$ cat config.mk
export PLATFORM = sky130hd
export DESIGN_NAME = lzw_ram
export DESIGN_NICKNAME = d
export VERILOG_FILES = /design/src/rtl/assert_macros.svh /design/src/rtl/lzw_ram.sv
export SDC_FILE = /design/constraint.sdc
export NUM_CORES = 2
export LEC_CHECK = 0
export ABC_CLOCK_PERIOD_IN_PS = 2230
export BUFFER_PORTS_ARGS = -buffer_cell sky130_fd_sc_hd__buf_2
export CAP_MARGIN = 20
export CORE_UTILIZATION = 57
export DETAILED_ROUTE_END_ITERATION = 6
export PLACE_DENSITY = 0.85
export SLEW_MARGIN = 30
export SYNTH_ARGS = -nofsm -noshare
export SYNTH_HDL_FRONTEND = slang
export SYNTH_SLANG_ARGS = --single-unit
$ cat constraint.sdc
create_clock -name clk -period 2.23 [get_ports clk]
set_input_delay 0.446 -clock clk [delete_from_list [all_inputs] [get_ports clk]]
set_output_delay 0.446 -clock clk [all_outputs]
set_load 0.005 [all_outputs]
$ cat src/rtl/assert_macros.svh
// Assertion macros used by lzw_string_table.
// Bodies compile away when SYNTHESIS is defined.
`ifndef ASSERT_MACROS_SVH
`define ASSERT_MACROS_SVH
`ifndef SYNTHESIS
// Same-cycle implication, checked at every rising clock edge outside reset.
`define LZW_ASSERT_IMP(label, ck, rn, ante, cons) \
    label: assert property (@(posedge ck) disable iff (!(rn)) (ante) |-> (cons)) \
        else $error("assertion failed");
// Next-cycle implication.
`define LZW_ASSERT_NXT(label, ck, rn, ante, cons) \
    label: assert property (@(posedge ck) disable iff (!(rn)) (ante) |=> (cons)) \
        else $error("assertion failed");
`else
`define LZW_ASSERT_IMP(label, ck, rn, ante, cons)
`define LZW_ASSERT_NXT(label, ck, rn, ante, cons)
`endif
`endif

$ cat src/rtl/lzw_ram.sv
// Generic single-write, single-read RAM with registered read data.
// No dependencies.
module lzw_ram #(
    parameter int WIDTH = 8,
    parameter int DEPTH = 256
) (
    input  logic                     clk,
    input  logic                     we,
    input  logic [$clog2(DEPTH)-1:0] waddr,
    input  logic [WIDTH-1:0]         wdata,
    input  logic [$clog2(DEPTH)-1:0] raddr,
    output logic [WIDTH-1:0]         rdata
);

    logic [WIDTH-1:0] mem [DEPTH];

    always_ff @(posedge clk)
    begin
        if (we)
        begin
            mem[waddr] <= wdata;
        end
        rdata <= mem[raddr];
    end

endmodule

; After elaboration in Yosys (flattened, before gate mapping)
; Memories as Yosys holds them, arrays and structs flattened. A register that Yosys moved wholly into a read port is not among the register bits.
; Cells that the tools add are included.
[op_classes]
n_mux = 2
[op_table]
columns = op, count
row1 = two-way mux 1 bit, 2
[totals]
memories = 1
output_inout_bits = 8
reg_bits = 0
ram_bits = 2048
[mem_list]
columns = name, words, width, read_ports, rd_ports_with_merged_regs, write_ports, line
row1 = mem, 256, 8, 1, 1, 1, lzw_ram.sv:15  ; logic [WIDTH-1:0] mem [DEPTH];

; Depth between registers and ports, before layout
[depth]
ltp_word = 2
depth_mapped = 11

; Worst setup path after synthesis
; No wires, ideal clock.
[synth_path]
kind = input to register
start = in raddr[0]
end = reg rdata[2] (read register of mem)
setup_ps = 131
arrival_ps = 2253
required_ps = 2099
path_stages = 9
path_slack_ps = -154
path_cell_list = buf_6 -> buf_12 -> buf_8 -> buf_2 -> mux4_2 -> a22oi_1 -> a21oi_1 -> nor4_1 -> nor4_2
[synth_rtl]
columns = item, line
row1 = "start, declared", lzw_ram.sv:11  ; input logic [$clog2(DEPTH)-1:0] raddr,
row2 = "end, declared", lzw_ram.sv:12  ; output logic [WIDTH-1:0] rdata

==> metrics.log <==
INFO  metric run_status = finished, violations left
INFO  metric failed_checks = setup timing
INFO  metric timing.clock.skew = 0.0473 ns
INFO  metric whs_endpoint = mem[203][3]
INFO  metric power.static_leakage = 0.0306 uW
INFO  metric instances_no_fill = 6473
INFO  metric synth.ff_latch_count = 2056
INFO  metric gp_congestion = 0.920
INFO  metric clock_tree_from_tritoncts = done
INFO  metric vias_in_the_first_global_route = 47190
INFO  metric worst_skew_pair.late_latency = 0.86 ns
INFO  metric route.vias.total = 46489
INFO  metric clock_tree.buffer_depth = 3
INFO  metric place.port_buffers = 33
INFO  metric synth_cell_type_count = 55
INFO  metric cts.hold.buffers_added = 0
INFO  metric worstMarginPinSlew = 1.01 ns
INFO  metric worst_setup_hold_path_clk_slew = 0.08 ns
INFO  metric floorplan.core_area = 0.138 sq mm
INFO  metric worst_hold_slack = 0.128 ns
INFO  metric hold_viol = 0
INFO  metric synthToLayoutAreaGrowth = 18.2%
INFO  metric hold_path.startpoint = wdata[3]
INFO  metric fp-row-count = 136
INFO  metric finalWirelength = 240000 um
INFO  metric firstDrtPassIters = 7
INFO  metric cp_cell_sequence = mux4_2, mux4_2, nor2_2, a2111oi_2, nor3_4, buf_4, nor4_2
INFO  metric drt.antenna.violating_nets = 0
INFO  metric worstSetupEndpointType = flop
INFO  metric rsz0062_at_grt = yes
INFO  metric power_per_cell_area = 858 mW/mm^2
INFO  metric layout_worst_path_cycle_share = 110%
INFO  metric ys_dominant_reg_cell = edfxtp_1
INFO  metric final_cell_mix = 2048 x edfxtp_1, 636 x buf_4, 454 x mux4_2
INFO  metric placedCellCount = 6121
INFO  metric synthCells = 3733
INFO  metric initial_core_utilization = 57.6%
INFO  metric ys_warn_count = 0
INFO  metric routedWlPerCell = 37.1 um
INFO  metric route.detailed.vias_per_inst = 7.18
INFO  metric final_layout_size_suffix_gt1_share = 34.3%
INFO  metric drv.max_cap_violation_count = 0
INFO  metric postLayoutSetupSlackWorst = -0.217 ns
INFO  metric critical_path_class = reg -> reg
INFO  metric r2r_start = mem[139][0]
INFO  metric clock_sinks = 2056
INFO  metric cp_common_cell = mux4_2
INFO  metric gr-total-overflow = 0
INFO  metric regToRegSetupSlack = -0.22 ns
INFO  metric place_ws = -1.17 ns
INFO  metric die-width = 376 um
INFO  metric worst_path_largest_cell_delay = 0.55 ns
INFO  metric holdPathStages = 1
INFO  metric totalNegativeSetupSlack = -1.02 ns
INFO  metric critical_path_buf_inv_count = 1
INFO  metric io_pins = 34
INFO  metric max-slew-margin-rel = 32.1%
INFO  metric final_period_demand_of_the_worst_path = 2.45 ns
INFO  metric critPathRequiredTime = 2.94 ns
INFO  metric finalCoreUtilization = 68.2%
INFO  metric vdd.ir_drop.worst = 0.000905 V
INFO  metric grt_start_max_net_pins = 82
INFO  metric critical-path-top-delay-family = multiplexers
INFO  metric final_common_cell = edfxtp_1
INFO  metric timing.hold.worst.class = in -> reg
INFO  metric synth.net_count = 3759
INFO  metric finalNetCount = 4473
INFO  metric seq_area_frac_synth = 77.5%
INFO  metric nFillCells = 7453
INFO  metric max_clock_freq = 409 MHz
INFO  metric crit_arrival = 3.15 ns
INFO  metric r2r_cells = 7
INFO  metric slew_violations = 0
INFO  metric synth-async-reset-ratio = 0%
INFO  metric start_kind = flop
INFO  metric fp.dieArea = 0.141 sq mm
INFO  metric cts_inserted_buffers = 190
INFO  metric synthesis.area = 0.0796 sq mm
INFO  metric iteration_0_drc_count_of_the_detailed_router = 9040
INFO  metric final-setup-viol-count = 8
INFO  metric grt_pass1_wl = 339000 um
INFO  metric critPathLaunch = mem[139][0]
INFO  metric ctsRootBufferMaster = clkbuf_16
INFO  metric crit-reg2reg-capture = rdata[0]
INFO  metric dp_hpwl = 134000 um
INFO  metric grt_util_all_layers = 34.2%
INFO  metric timing.critical_path.slowest_stage_cell = mux4_2
INFO  metric postSynthAreaPerCell = 21.3 sq um
INFO  metric count_of_flip_flops_with_a_built_in_enable_after_synthesis = 2048
INFO  metric die_height = 376 um
INFO  metric antenna_found_initial = 9
INFO  metric cts.htree.levels = 4
INFO  metric crit_path_max_fanout = 1
INFO  metric drc = 0
## where the power goes
group	switching (uW)	leakage, uW	internal, uW
combinational	3020	0.00914	1900
clock	14800	0.00301	18300
sequential	111	0.0185	42600
total	17900	0.0306	62800
## stage by stage
stage	area, sq um	total power, uW
after global placement	87300	47700
after CTS	93800	80000
after detailed placement	87300	47900
final	94100	80700
after floorplan	79900	45600
after global routing	94000	82000
## layout make-up
type / count / area [sq um] / area share [%]
flip-flops and latches: 2056 / 61700 / 65.6
multi-input cells: 1442 / 17100 / 18.2
repair buffers: 755 / 6770 / 7.19
clock buffers: 238 / 5060 / 5.38
well taps: 1863 / 2330 / 2.48
clock inverters: 110 / 1100 / 1.17
diodes: 7 / 17.5 / 0.0186
inverters: 2 / 7.51 / 0.00798
## flip-flops by register name, summed over array words and instances (netlist names)
| register | flops |
|---|---|
| mem | 2048 |
| rdata | 8 |
## cell families (layout without fill, tap and decap cells)
family / Yosys count / count (layout) / synth area share, %
AO/OA/AOI/OAI: 385 / 385 / 3.42
buffers and inverters: 235 / 1105 / 1.83
flip-flops: 2056 / 2056 / 77.5
multiplexers: 591 / 591 / 14.6
other: 0 / 7 / 0
AND/OR/NAND/NOR: 466 / 466 / 2.63
## how the worst max path moves through the flow
stage               cells after the start  slack (ns)  endpoint
floorplan                               9       -0.03  rdata[0]
global placement                       11       -1.27  rdata[4]
detailed placement                     12       -1.17  rdata[6]
CTS                                     6       -0.16  rdata[4]
global route                            7       -0.22  rdata[0]
finish                                  7       -0.22  rdata[0]
## what timing repair did
| item | 4_1_cts | 5_1_grt |
|---|---|---|
| pin swaps | 21 | 18 |
| buffers inserted | 0 | 0 |
| hold endpoints to repair | 0 | 0 |
| resized for setup | 57 | 40 |
| endpoints found under the setup margin | 8 | 8 |
## synth_stat cells (27+ instances only)
cell      number  share of area [%]
nand3_1       34               0.21
mux4_2       454                 13
buf_4         27               0.25
nor2b_1       31               0.24
a21oi_1       96               0.60
nand2_1       33               0.16
nor2_1       282                1.3
buf_2         31               0.20
o22ai_1       28               0.22
edfxtp_1    2048                 77
mux2i_1      134                1.7
o221ai_1      46               0.51
a22oi_1      133                1.3
clkbuf_1     111               0.52
## layer usage
layer	wire length (um)	part of all wire [%]	global-route usage (%)
met1	72100	30	41.1
met2	114000	48	54.5
met3	34600	14	9.82
met4	19100	8.0	22.5
met5	52	0.022	0
Power figures use the tool's default switching activity.
